`config.mk`:
```
export PLATFORM = sky130hd
export DESIGN_NAME = smt_res_q
export DESIGN_NICKNAME = d
export VERILOG_FILES = /design/src/smt_pkg.sv /design/src/smt_res_q.sv
export SDC_FILE = /design/constraint.sdc
export NUM_CORES = 1
export LEC_CHECK = 0
export BUFFER_PORTS_ARGS = -buffer_cell sky130_fd_sc_hd__clkbuf_2
export CAP_MARGIN = 20
export CORE_UTILIZATION = 50
export CTS_BUF_LIST = sky130_fd_sc_hd__clkbuf_8
export DETAILED_ROUTE_END_ITERATION = 8
export GPL_TIMING_DRIVEN = 0
export PLACE_DENSITY = 0.72
export SLEW_MARGIN = 20
export SYNTH_ARGS = -nofsm -noshare
export SYNTH_HDL_FRONTEND = slang
export SYNTH_SLANG_ARGS = --single-unit
```
`constraint.sdc`:
```
create_clock -name clk -period 29 [get_ports clk]
set_input_delay 2.9 -clock clk [delete_from_list [all_inputs] [get_ports clk]]
set_output_delay 2.9 -clock clk [all_outputs]
set_load 0.01 [all_outputs]
```
`src/smt_pkg.sv`:
```
// shared types, constants and helpers of the stack map table parser
package smt_pkg;

  localparam int MAX_FUNCTIONS_DFLT = 256;
  localparam int RQ_DEPTH = 4;
  localparam int RQ_CW = $clog2(RQ_DEPTH + 1);
  localparam int RQ_AW = $clog2(RQ_DEPTH);
  localparam logic [30:0] GUARD_LIMIT = 31'h4000_0000;
  localparam logic [30:0] HDR_MIN = 31'd20;
  localparam logic [7:0] VERSION = 8'd3;
  localparam int OUT_DW = 216;

  typedef enum logic [2:0] {
    K_RECORD    = 3'd0,
    K_LOCATION  = 3'd1,
    K_TABLE_END = 3'd2,
    K_SECT_END  = 3'd3,
    K_TRUNC     = 3'd4,
    K_TOO_MANY  = 3'd5
  } kind_t;

  typedef enum logic [11:0] {
    PH_HEADER   = 12'b0000_0000_0001,
    PH_FN_ADDR  = 12'b0000_0000_0010,
    PH_FN_SIZE  = 12'b0000_0000_0100,
    PH_FN_COUNT = 12'b0000_0000_1000,
    PH_CONST    = 12'b0000_0001_0000,
    PH_REC_HDR  = 12'b0000_0010_0000,
    PH_LOC      = 12'b0000_0100_0000,
    PH_LOC_PAD  = 12'b0000_1000_0000,
    PH_LIVE_HDR = 12'b0001_0000_0000,
    PH_LIVE     = 12'b0010_0000_0000,
    PH_REC_PAD  = 12'b0100_0000_0000,
    PH_STOPPED  = 12'b1000_0000_0000
  } ph_t;

  typedef enum logic [2:0] {
    C_IDLE      = 3'b001,
    C_PICK      = 3'b010,
    C_PICK_WAIT = 3'b100
  } ctl_t;

  typedef struct packed {
    kind_t              kind;
    logic [63:0]        ret_pc;
    logic [63:0]        pp_id;
    logic [15:0]        loc_count;
    logic [7:0]         loc_type;
    logic [15:0]        loc_size;
    logic [15:0]        loc_reg;
    logic signed [31:0] loc_offset;
    logic               last;
  } res_t;

  // bytes in one parse unit of each phase
  function automatic logic [4:0] unit_len(ph_t p);
    logic [4:0] n;
    unique case (p)
      PH_HEADER:   n = 5'd16;
      PH_FN_ADDR:  n = 5'd8;
      PH_FN_SIZE:  n = 5'd8;
      PH_FN_COUNT: n = 5'd8;
      PH_CONST:    n = 5'd8;
      PH_REC_HDR:  n = 5'd16;
      PH_LOC:      n = 5'd12;
      PH_LIVE_HDR: n = 5'd4;
      PH_LIVE:     n = 5'd4;
      default:     n = 5'd1;
    endcase
    return n;
  endfunction

endpackage

```
`src/smt_res_q.sv`:
```
// small result queue, up to two pushes and one pop per cycle
module smt_res_q (
  input  logic                      clk,
  input  logic                      rst_n,
  input  logic [1:0]                push_n,
  input  smt_pkg::res_t             push0,
  input  smt_pkg::res_t             push1,
  input  logic                      pop_ready,
  output logic                      pop_valid,
  output smt_pkg::res_t             pop_data,
  output logic [smt_pkg::RQ_CW-1:0] count
);
  import smt_pkg::*;

  res_t             ent_r [RQ_DEPTH];
  logic [RQ_AW-1:0] wr_r, rd_r;
  logic [RQ_CW-1:0] cnt_r;
  logic             pop;
  logic [RQ_AW-1:0] wr1;

  assign pop_valid = (cnt_r != '0);
  assign pop_data  = ent_r[rd_r];
  assign pop       = pop_valid && pop_ready;
  assign count     = cnt_r;
  assign wr1       = wr_r + 1'b1;

  always_ff @(posedge clk) begin
    if (push_n != 2'd0) begin
      ent_r[wr_r] <= push0;
    end
    if (push_n == 2'd2) begin
      ent_r[wr1] <= push1;
    end
  end

  always_ff @(posedge clk) begin
    if (!rst_n) begin
      wr_r  <= '0;
      rd_r  <= '0;
      cnt_r <= '0;
    end else begin
      wr_r  <= wr_r + RQ_AW'(push_n);
      if (pop) begin
        rd_r <= rd_r + 1'b1;
      end
      cnt_r <= cnt_r + RQ_CW'(push_n) - RQ_CW'(pop);
    end
  end

endmodule

```
### After elaboration in Yosys (flattened, before gate mapping)

Memory sizes are Yosys's and may differ from the RTL's. A register that Yosys moved wholly into a read port is not among the register bits.
Index checks and enable logic that the tools add are counted.

* register bits after elaboration: 7
* bits in writable memories: 880
* input port bits: 445
* word-level logic and storage cells: 19
* memories kept: 1

Memory list
* ent_r: depth 4, width 220, read ports 1, clocked after memory_dff 1, write ports 2, RTL line smt_res_q.sv:15 `res_t ent_r [RQ_DEPTH];`

* $add $sub $neg: 5
* equality and inequality tests: 1
* muxes and demuxes: 6
* reductions and logical operators: 3

Operators with widths (number)
* 2-bit by 1-bit adder with 2-bit output, second input constant: 2
* 1-bit 2-to-1 mux: 4
* 2-bit 2-to-1 mux: 2
* 3-bit by 2-bit adder with 3-bit output: 1
* 3-bit nonzero test: 1
* 3-bit by 1-bit subtractor with 3-bit output: 1
* 2-bit adder: 1
* 2-bit == test, second input constant: 1
* 2-bit nonzero test: 1
* 1-bit logical AND: 1

### Logic depth before layout (Yosys ltp)

Gate-level depths: netlist (run 1).

* word-level depth: 4
* depth in mapped cells: 7

### Least setup slack after synthesis (run 1)

Ideal clock, no wire load.

* path kind: input-to-reg
* start: in push_n[1]
* end: mem ent_r[0][0] in the netlist's numbering, enable pin
* arrival time: 18.471 ns
* required time: 27.896 ns
* setup slack: 9.425 ns
* stages: 3
* path through: buf_2 > o21bai_1 > o21ai_0

RTL lines
* start, declared: RTL line smt_res_q.sv:5 `input logic [1:0] push_n,`
* end, declared: RTL line smt_res_q.sv:15

==> results of run 1 <==
-- layer usage --
layer / wire length [um] / part of all wire / vias to the layer above / GRT usage
met1: 44400 / 0.37 / 13100 / 0.324
li1: - / - / 10900 / -
met3: 8930 / 0.075 / 277 / 0.0824
met2: 61300 / 0.51 / 878 / 0.462
met4: 4530 / 0.038 / 28 / 0.119
met5: 183 / 0.0015 / - / 0
-- cell families (layout without fill, tap and decap cells) --
family,count (synthesis),after routing,share of synthesized area
compound gates,5,5,0.000874
flops,889,889,0.620
fa+ha+maj,5,5,0.00163
buf+inv,156,1139,0.0265
other cells,0,34,0
mux,1104,1104,0.347
xor+xnor,2,2,0.00105
simple gates,16,16,0.00280
-- power by group through the flow --
stage / sequential (mW) / combinational [mW] / clock (mW)
floorplan: 1.69 / 0.517 / 0
global placement: 1.77 / 0.852 / 0
detailed placement: 1.64 / 0.934 / 0
CTS: 1.61 / 0.938 / 1.05
global route: 1.62 / 0.982 / 1.10
finish: 1.61 / 0.927 / 1.03
-- Yosys cell counts (all sizes together) --
cell type,n
and2,3
and4bb,1
buf,132
clkbuf,17
dfxtp,9
edfxtp,880
fa,1
ha,4
inv,7
mux2,880
mux2i,4
mux4,220
nand2,2
nand2b,2
nand4b,1
nor2,2
nor2b,2
nor4b,1
nor4bb,1
o21ai,1
o21bai,2
o311ai,1
o31a,1
or3,1
xnor3,2
-- stage by stage --
stage                     power (mW)  std cells
after floorplan                 2.21       2177
after global placement          2.62       3988
after detailed placement        2.57       4045
after CTS                       3.60       4304
after global routing            3.70       4330
final                           3.57       4338
-- state kept, by name, indices dropped and copies added, names as in the netlist, named ones only --
name / count
wr_r: 2
rd_r: 2
count: 3
ent_r: 880
-- critical path: stages, from the launching register on --
cell      delay (ns)
dfxtp_1         0.30
clkbuf_1        0.16
clkbuf_1        0.79
buf_2           0.55
mux4_2          0.70
clkbuf_2        0.18
-- placed cells by master (no fill, tap or decap), types with 9 or more instances in the layout --
cell	instances
mux2_2	291
buf_6	63
buf_16	43
inv_1	62
clkbuf_1	15
diode_2	34
buf_1	10
mux2_1	589
edfxtp_1	880
clkinv_2	11
mux4_2	220
buf_12	13
clkinv_1	24
dfxtp_1	9
clkbuf_8	161
buf_2	57
clkbuf_2	669
-- worst max path at each step --
stage / to / depth (start not counted) / slack (ns)
after global routing: pop_data[117] / 5 / 22.33
after detailed placement: ent_r[0][143] / 11 / 23.06
after floorplan: ent_r[0][0] / 3 / 9.43
after CTS: pop_data[116] / 5 / 22.42
final: pop_data[116] / 5 / 22.60
after global placement: ent_r[0][86] / 3 / -5.70
-- area by class of cell --
type | instances | area, um^2
Fill cell | 6306 | 33200
Sequential cell | 889 | 26600
Multi-Input combinational cell | 1132 | 15200
Timing Repair Buffer | 724 | 4800
Clock buffer | 161 | 2220
Tap cell | 1144 | 1430
Buffer | 149 | 1110
Clock inverter | 98 | 474
Antenna cell | 34 | 85.1
Inverter | 7 | 26.3
==> results.md, run 1 <==
* Kind of critical path: flip-flop to primary output
* Cell area power density at 68.6 nW/um^2
* Detailed Place HPWL at 86.2 mm
* Worst r2r src: wr_r[1]
* Post-CTS Setup Inserts at 0
* Synth top area share at 0.616
* Critical-path maximum fanout at 10
* Vias per cell at 5.79
* Worst slew pin tran at 1.05 ns
* DR WL/cell at 27.5 um
* RSZ-0062 raised after global routing: false
* Final Util at 0.610
* Post_cts resized at 0
* Worst slew margin at 0.303
* Routed WL at 119 mm
* Status: complete, no violations
* Number of core rows at 107
* Vias at 25100
* Fin crit share at 0.221
* Switching part of the total power at 0.289
* Die width at 295 um
* WP data required at 26.10 ns
* Reg2Reg Setup Slack at 25.78 ns
* Worst Setup Start Kind: flip-flop
* Initial antenna violation count at 41
* Clk Tree Root Cell: clkbuf_8
* H-tree levels at 4
* Hold wc startpoint: rd_r[1]
* Max frequency at 0.156 GHz
* Fraction of layout cells with a size suffix above 1 at 0.489
* Clock Path Buffers at 3
* Leading area contributor after synthesis: edfxtp_1
* CTS tree: yes
* CTS Buf Count at 150
* First-pass GRT wire length at 173 mm
* Die area at 87000 um^2
* Post-synth net total at 2627
* Sink Count at 889
* Setup slack after layout at 22.60 ns
* # setup viols final at 0
* Worst Setup End Kind: primary output
* Comb pwr share at 0.260
* Worst reg2reg path endpoint: ent_r[0][143]
* Gr usage total at 0.274
* Vias in the first global route at 26800
* Clock Power Share at 0.289
* Seq cells post-synth at 889
* Sequential group share of total power at 0.451
* Area Overhead vs Synth at 21.1%
* Largest net degree at the start of global routing at 21
* P_sw at 1.03 mW
* MaxCap Viol Count at 0
* I/O Pins at 669
* Mapped Area at 42900 um^2
* Drt drc at 0
* Final instance area at 52000 um^2
* Register area share after synthesis at 0.620
* Clock slew at reported path FFs at 0.06 ns
* Worst skew pair latency at 0.81 ns
* Total gr overflow at 0
* Cell leakage power at 18.8 nW
* Synth cell types at 29
* Pre-CTS WS at 23.06 ns
* Nets at 3503
* Worst hold path depth at 2
* CP Data Arrival Time at 3.50 ns
* Ys Warns at 0
* I/O Buffers at 667
* CORE AREA at 85100 um^2
* Hold buffers post-CTS at 0
* Antenna Nets Post-Route at 0
* Worst Hold Class: flip-flop to flip-flop
* DRT Pass-1 Iters at 5
* Syn avg cell area at 19.7 um^2
* Placed cell areas at 49200 um^2
* Routability cong. at 0.818
* Initial Utilization at 0.504
* Final Hold Viols at 0
* Syn Inst Count at 2177
* Hold WS at 0.494 ns
* Minimum clock period at 6.40 ns
* Final Skew at 0.0542 ns
* Max VDD drop at 0.0000505 V
* Final Max Slew Viols at 0
* Setup TNS at 0 ns
* Initial drt markers at 1592
* P_int at 2.53 mW
* Ranking of synthesized cells by area: edfxtp_1, mux2_1, mux4_2, mux2_2, buf_6
* FF-to-FF path depth at 11
* Die Ht at 295 um
Note: power is estimated with default switching activity, not from simulation.
==> run 2, diff against run 1 <==
--- a/config.mk
+++ b/config.mk
@@ -11,7 +11,7 @@
 export CTS_BUF_LIST = sky130_fd_sc_hd__clkbuf_8
 export DETAILED_ROUTE_END_ITERATION = 8
 export GPL_TIMING_DRIVEN = 0
-export PLACE_DENSITY = 0.72
+export PLACE_DENSITY = 0.74
 export SLEW_MARGIN = 20
 export SYNTH_ARGS = -nofsm -noshare
 export SYNTH_HDL_FRONTEND = slang
==> constraint.sdc (replaced) <==
create_clock -name clk -period 5.3 [get_ports clk]
set_input_delay 0.53 -clock clk [delete_from_list [all_inputs] [get_ports clk]]
set_output_delay 0.53 -clock clk [all_outputs]
set_load 0.01 [all_outputs]
==> results.md, run 2 (synthesis gave the netlist of run 1 again) <==
* Antenna Nets Post-Route at 0
* Fraction of layout cells with a size suffix above 1 at 0.405
* Final std cells w/o fill at 4980
* Worst Setup Start Kind: flip-flop
* Area of the multi-input gates at 15200 um^2
* Comb pwr share at 0.282
* Detailed Place HPWL at 85.9 mm
* Routability cong. at 0.824
* # setup viols final at 0
* Nets at 4141
* Die area at 87000 um^2
* Kind of critical path: flip-flop to primary output
* CP Data Arrival Time at 3.64 ns
* Vias at 28500
* Final Util at 0.685
* Minimum clock period at 4.17 ns
* Worst r2r src: wr_r[1]
* Reg2Reg Setup Slack at 1.85 ns
* Worst slew margin at 0.215
* Sequential group share of total power at 0.440
* FF-to-FF path depth at 12
* Final Skew at 0.0322 ns
* Hold WS at 0.0807 ns
* Switching part of the total power at 0.298
* Cell leakage power at 21.4 nW
* DR WL/cell at 26.1 um
* Worst slew pin tran at 1.18 ns
* First-pass GRT wire length at 191 mm
* Leading cell types in the layout, fill and taps excluded: edfxtp_1, clkbuf_2, dlygate4sd3_1, mux2_1, mux2_2
* Hold wc startpoint: push1[128]
* Largest net degree at the start of global routing at 21
* Worst Hold Class: input pin to flip-flop
* H-tree levels at 4
* Die Ht at 295 um
* Gr usage total at 0.297
* Initial drt markers at 1925
* Area Overhead vs Synth at 35.8%
* I/O Buffers at 667
* Placed cell areas at 49200 um^2
* CP most frequent cell: clkbuf_1
* FILL cells at 5486
* Max VDD drop at 0.000262 V
* Worst reg2reg path endpoint: ent_r[2][125]
* CTS tree: yes
* Clk Tree Root Cell: clkbuf_8
* Critical-path maximum fanout at 10
* Total gr overflow at 0
* Routed WL at 130 mm
* CTS Buf Count at 151
* DRT Pass-1 Iters at 5
* Final Hold Viols at 0
* Placed Instances at 4045
* Die width at 295 um
* Clock Path Buffers at 3
* Sink Count at 889
* Cell area power density at 344 nW/um^2
* Commonest non-fill, non-tap cell in the layout: edfxtp_1
* WP data required at 4.77 ns
* P_int at 14.1 mW
* Total power at 20.0 mW
* Status: complete, no violations
* Number of core rows at 107
* Worst Hold Path EP: ent_r[3][128]
* MaxCap Viol Count at 0
* Vias in the first global route at 31100
* Clock slew at reported path FFs at 0.06 ns
* RSZ-0062 raised after global routing: false
* CORE AREA at 85100 um^2
* Worst path max stage delay at 0.89 ns
* Max frequency at 0.240 GHz
* Vias per cell at 5.72
* Final Max Slew Viols at 0
* Drt drc at 0
* Top reg by flops: ent_r
* Final instance area at 58300 um^2
* Worst skew pair latency at 0.84 ns
* Clock Power Share at 0.279
* Max reg flops at 880
* FF+latch area at 26600 um^2
* Initial Utilization at 0.504
* Initial antenna violation count at 33
* I/O Pins at 669
* Worst hold path depth at 2
* Slowest library cell on the worst path: clkbuf_1
* Critical path, cell by cell: clkbuf_1 > clkbuf_1 > mux4_2 > clkbuf_2
* P_sw at 5.98 mW
* Fin crit share at 0.787
* Worst Setup End Kind: primary output
==> run 2: how the worst max path moves through the flow <==
stage                         start  slack, ns             to  depth (start not counted)
final                     flip-flop       1.13  pop_data[125]                          4
after global routing      flip-flop       1.05  pop_data[125]                          4
after CTS                 flip-flop       1.02  pop_data[125]                          4
after detailed placement  push_n[0]       1.71  ent_r[2][140]                         12
after global placement    push_n[0]      -7.19  ent_r[0][148]                          3
after floorplan           push_n[1]      -1.73    ent_r[0][0]                          3
==> run 2: per-stage QoR <==
step                 TNS, ns  setup WS (ns)
global route               0           1.05
detailed placement         0           1.71
global placement    -6255.13          -7.19
floorplan           -1505.90          -1.73
finish                     0           1.13
CTS                        0           1.02
==> run 2: final cells by class <==
class                      count  area share
clock inverter               114     0.00899
antenna                       30     0.00129
sequential                   889       0.456
multi-input combinational   1132       0.261
timing repair buffer        1361       0.192
buffer                       149      0.0191
clock buffer                 154      0.0364
inverter                       7    0.000451
tap                         1144      0.0246
==> run 2: timing repair <==
action	in CTS	in global routing
hold buffers	637	0
hold endpoints to repair	837	0
gates resized for setup	0	0
buffers inserted	0	0
==> run 2: power groups by stage <==
stage | Sequential, mW | Combinational, mW | Clock (mW)
global placement | 9.24 | 4.66 | 0
floorplan | 9.05 | 2.83 | 0
finish | 8.81 | 5.64 | 5.59
global route | 8.86 | 5.92 | 5.96
detailed placement | 8.95 | 5.12 | 0
CTS | 8.81 | 5.59 | 5.63
==> run 2: critical path, delay by kind of cell (launching register included) <==
| kind | cells | cell delay [ns] |
|---|---|---|
| buf+inv | 3 | 1.93 |
| mux | 1 | 0.46 |
| flops | 1 | 0.41 |
==> run 2: per-layer routing <==
layer  up-vias  global-route usage  wire [um]
li1      12200                   -          -
met1     14600               0.353      47700
met2      1343               0.501      65600
met3       385              0.0743      10000
met4         8               0.155       6560
met5         -                   0         53
==> run 3, diff against run 2 <==
--- a/config.mk
+++ b/config.mk
@@ -11,7 +11,7 @@
 export CTS_BUF_LIST = sky130_fd_sc_hd__clkbuf_8
 export DETAILED_ROUTE_END_ITERATION = 8
 export GPL_TIMING_DRIVEN = 0
-export PLACE_DENSITY = 0.74
+export PLACE_DENSITY = 0.72
 export SLEW_MARGIN = 20
 export SYNTH_ARGS = -nofsm -noshare
 export SYNTH_HDL_FRONTEND = slang
==> constraint.sdc (replaced) <==
create_clock -name clk -period 4.1 [get_ports clk]
set_input_delay 0.41 -clock clk [delete_from_list [all_inputs] [get_ports clk]]
set_output_delay 0.41 -clock clk [all_outputs]
set_load 0.01 [all_outputs]
==> results.md, run 3 (synthesis gave the netlist of run 1 again) <==
* Area Overhead vs Synth at 36.2%
* Worst Setup Start Kind: flip-flop
* Die area at 87000 um^2
* Worst Setup End Kind: primary output
* Final std cells w/o fill at 4989
* Max VDD drop at 0.000317 V
* MaxCap Viol Count at 0
* Placed cell areas at 49100 um^2
* Fraction of layout cells with a size suffix above 1 at 0.402
* Cell leakage power at 21.5 nW
* Worst path max stage delay at 0.82 ns
* P_sw at 7.55 mW
* DR WL/cell at 25.9 um
* Max reg flops at 880
* FF+latch area at 26600 um^2
* Final instance area at 58500 um^2
* WP data required at 3.69 ns
* Detailed Place HPWL at 85.5 mm
* Worst slew margin at 0.349
* Clk Tree Root Cell: clkbuf_8
* First-pass GRT wire length at 189 mm
* Sequential group share of total power at 0.442
* Gr usage total at 0.296
* Kind of critical path: flip-flop to primary output
* CP Data Arrival Time at 3.54 ns
* Critical path, cell by cell: clkdlybuf4s15_1 > clkbuf_1 > mux4_2 > clkbuf_2
* Final Max Slew Viols at 0
* Pre-CTS WS at 0.740 ns
* Antenna Nets Post-Route at 0
* Final Skew at 0.0341 ns
* Top reg by flops: ent_r
* Post-CTS Setup Inserts at 0
* Largest net degree at the start of global routing at 22
* Drt drc at 0
* CTS Buf Count at 152
* Slowest library cell on the worst path: clkdlybuf4s15_1
* Initial antenna violation count at 27
* P_int at 18.2 mW
* Max frequency at 0.253 GHz
* Minimum clock period at 3.95 ns
* Worst Hold Class: input pin to flip-flop
* Clock Power Share at 0.277
* Initial Utilization at 0.504
* Vias in the first global route at 31400
* CORE AREA at 85100 um^2
* Clock slew at reported path FFs at 0.06 ns
* Number of core rows at 107
* Fin crit share at 0.964
* Final Util at 0.687
* Nets at 4167
* Total gr overflow at 0
* Critical-path maximum fanout at 10
* CTS tree: yes
* Commonest non-fill, non-tap cell in the layout: edfxtp_1
* Worst slew pin tran at 0.976 ns
* Vias at 28300
* Routability cong. at 0.805
* Routed WL at 129 mm
* Status: complete, no violations
* Sink Count at 889
* Final Hold Viols at 0
* RSZ-0062 raised after global routing: false
* Worst skew pair latency at 0.80 ns
* Clock Path Buffers at 3
* Placed Instances at 4044
* Leading cell types in the layout, fill and taps excluded: edfxtp_1, clkbuf_2, dlygate4sd3_1, mux2_1, mux2_2
* Hold WS at 0.194 ns
* I/O Pins at 669
* Cell area power density at 441 nW/um^2
* DRT Pass-1 Iters at 5
* Area of the multi-input gates at 15200 um^2
* Setup slack after layout at 0.149 ns
* Die Ht at 295 um
* I/O Buffers at 667
* # setup viols final at 0
* H-tree levels at 4
* Switching part of the total power at 0.293
* Comb pwr share at 0.281
* Initial drt markers at 1914
* Vias per cell at 5.68
* FILL cells at 5616
* Die width at 295 um
==> run 3: changes by cell type in the layout (fill, tap and decap cells not counted), sizes merged, moves of 3 or more <==
cell | previous run | this run
clkinv | 53 | 36
diode | 30 | 25
clkinvlp | 5 | 2
clkbuf | 838 | 843
inv | 63 | 66
dlygate4sd3 | 637 | 663
==> run 3: final timing paths <==
check            start       endpoint  slack (ns)  cells after the start
max          flip-flop  pop_data[126]        0.15                      4
min reg2reg    rd_r[1]      flip-flop        0.49                      2
max reg2reg    wr_r[0]   ent_r[2][83]        0.94                     10
min          push_n[0]        wr_r[0]        0.19                      3
==> run 3: metrics by stage <==
| step | TNS, ns | total power, mW |
|---|---|---|
| detailed placement | 0 | 18.2 |
| finish | 0 | 25.8 |
| floorplan | -285.87 | 15.3 |
| global placement | -3237.65 | 17.8 |
| CTS | 0 | 25.9 |
| global route | 0 | 26.7 |
==> run 3: power by group through the flow <==
stage | clock [mW] | combinational (mW) | sequential [mW]
6_report | 7.15 | 7.25 | 11.4
3_3_place_gp | 0 | 6.05 | 11.8
5_1_grt | 7.63 | 7.65 | 11.5
4_1_cts | 7.26 | 7.23 | 11.4
3_5_place_dp | 0 | 6.59 | 11.6
2_1_floorplan | 0 | 3.67 | 11.6
==> run 3: critical path, delay by kind of cell, from the launching register on <==
family | cells | cell delay, ns
flops | 1 | 0.47
mux | 1 | 0.53
buf+inv | 3 | 1.73
==> run 3: cell type report <==
type | count | area share
diodes | 25 | 0.00107
plain buffers | 149 | 0.0193
clock buffers | 160 | 0.0377
clock inverters | 97 | 0.00689
inverters | 7 | 0.000449
multi-input cells | 1132 | 0.260
flip-flops and latches | 889 | 0.455
well taps | 1144 | 0.0245
repair buffers | 1386 | 0.194
==> run 3: routing by layer <==
layer	track usage	routed length [um]	part of all wire	vias up
met5	0	81	0.00063	-
met4	0.162	6440	0.050	12
met3	0.0707	8890	0.069	360
met2	0.509	66500	0.52	1287
met1	0.340	47000	0.36	14500
li1	-	-	-	12200
==> run 3: timing repair <==
item	4_1_cts	5_1_grt
hold buffers	663	0
resized for setup	0	2
endpoints found under the setup margin	0	1
hold endpoints to repair	889	0
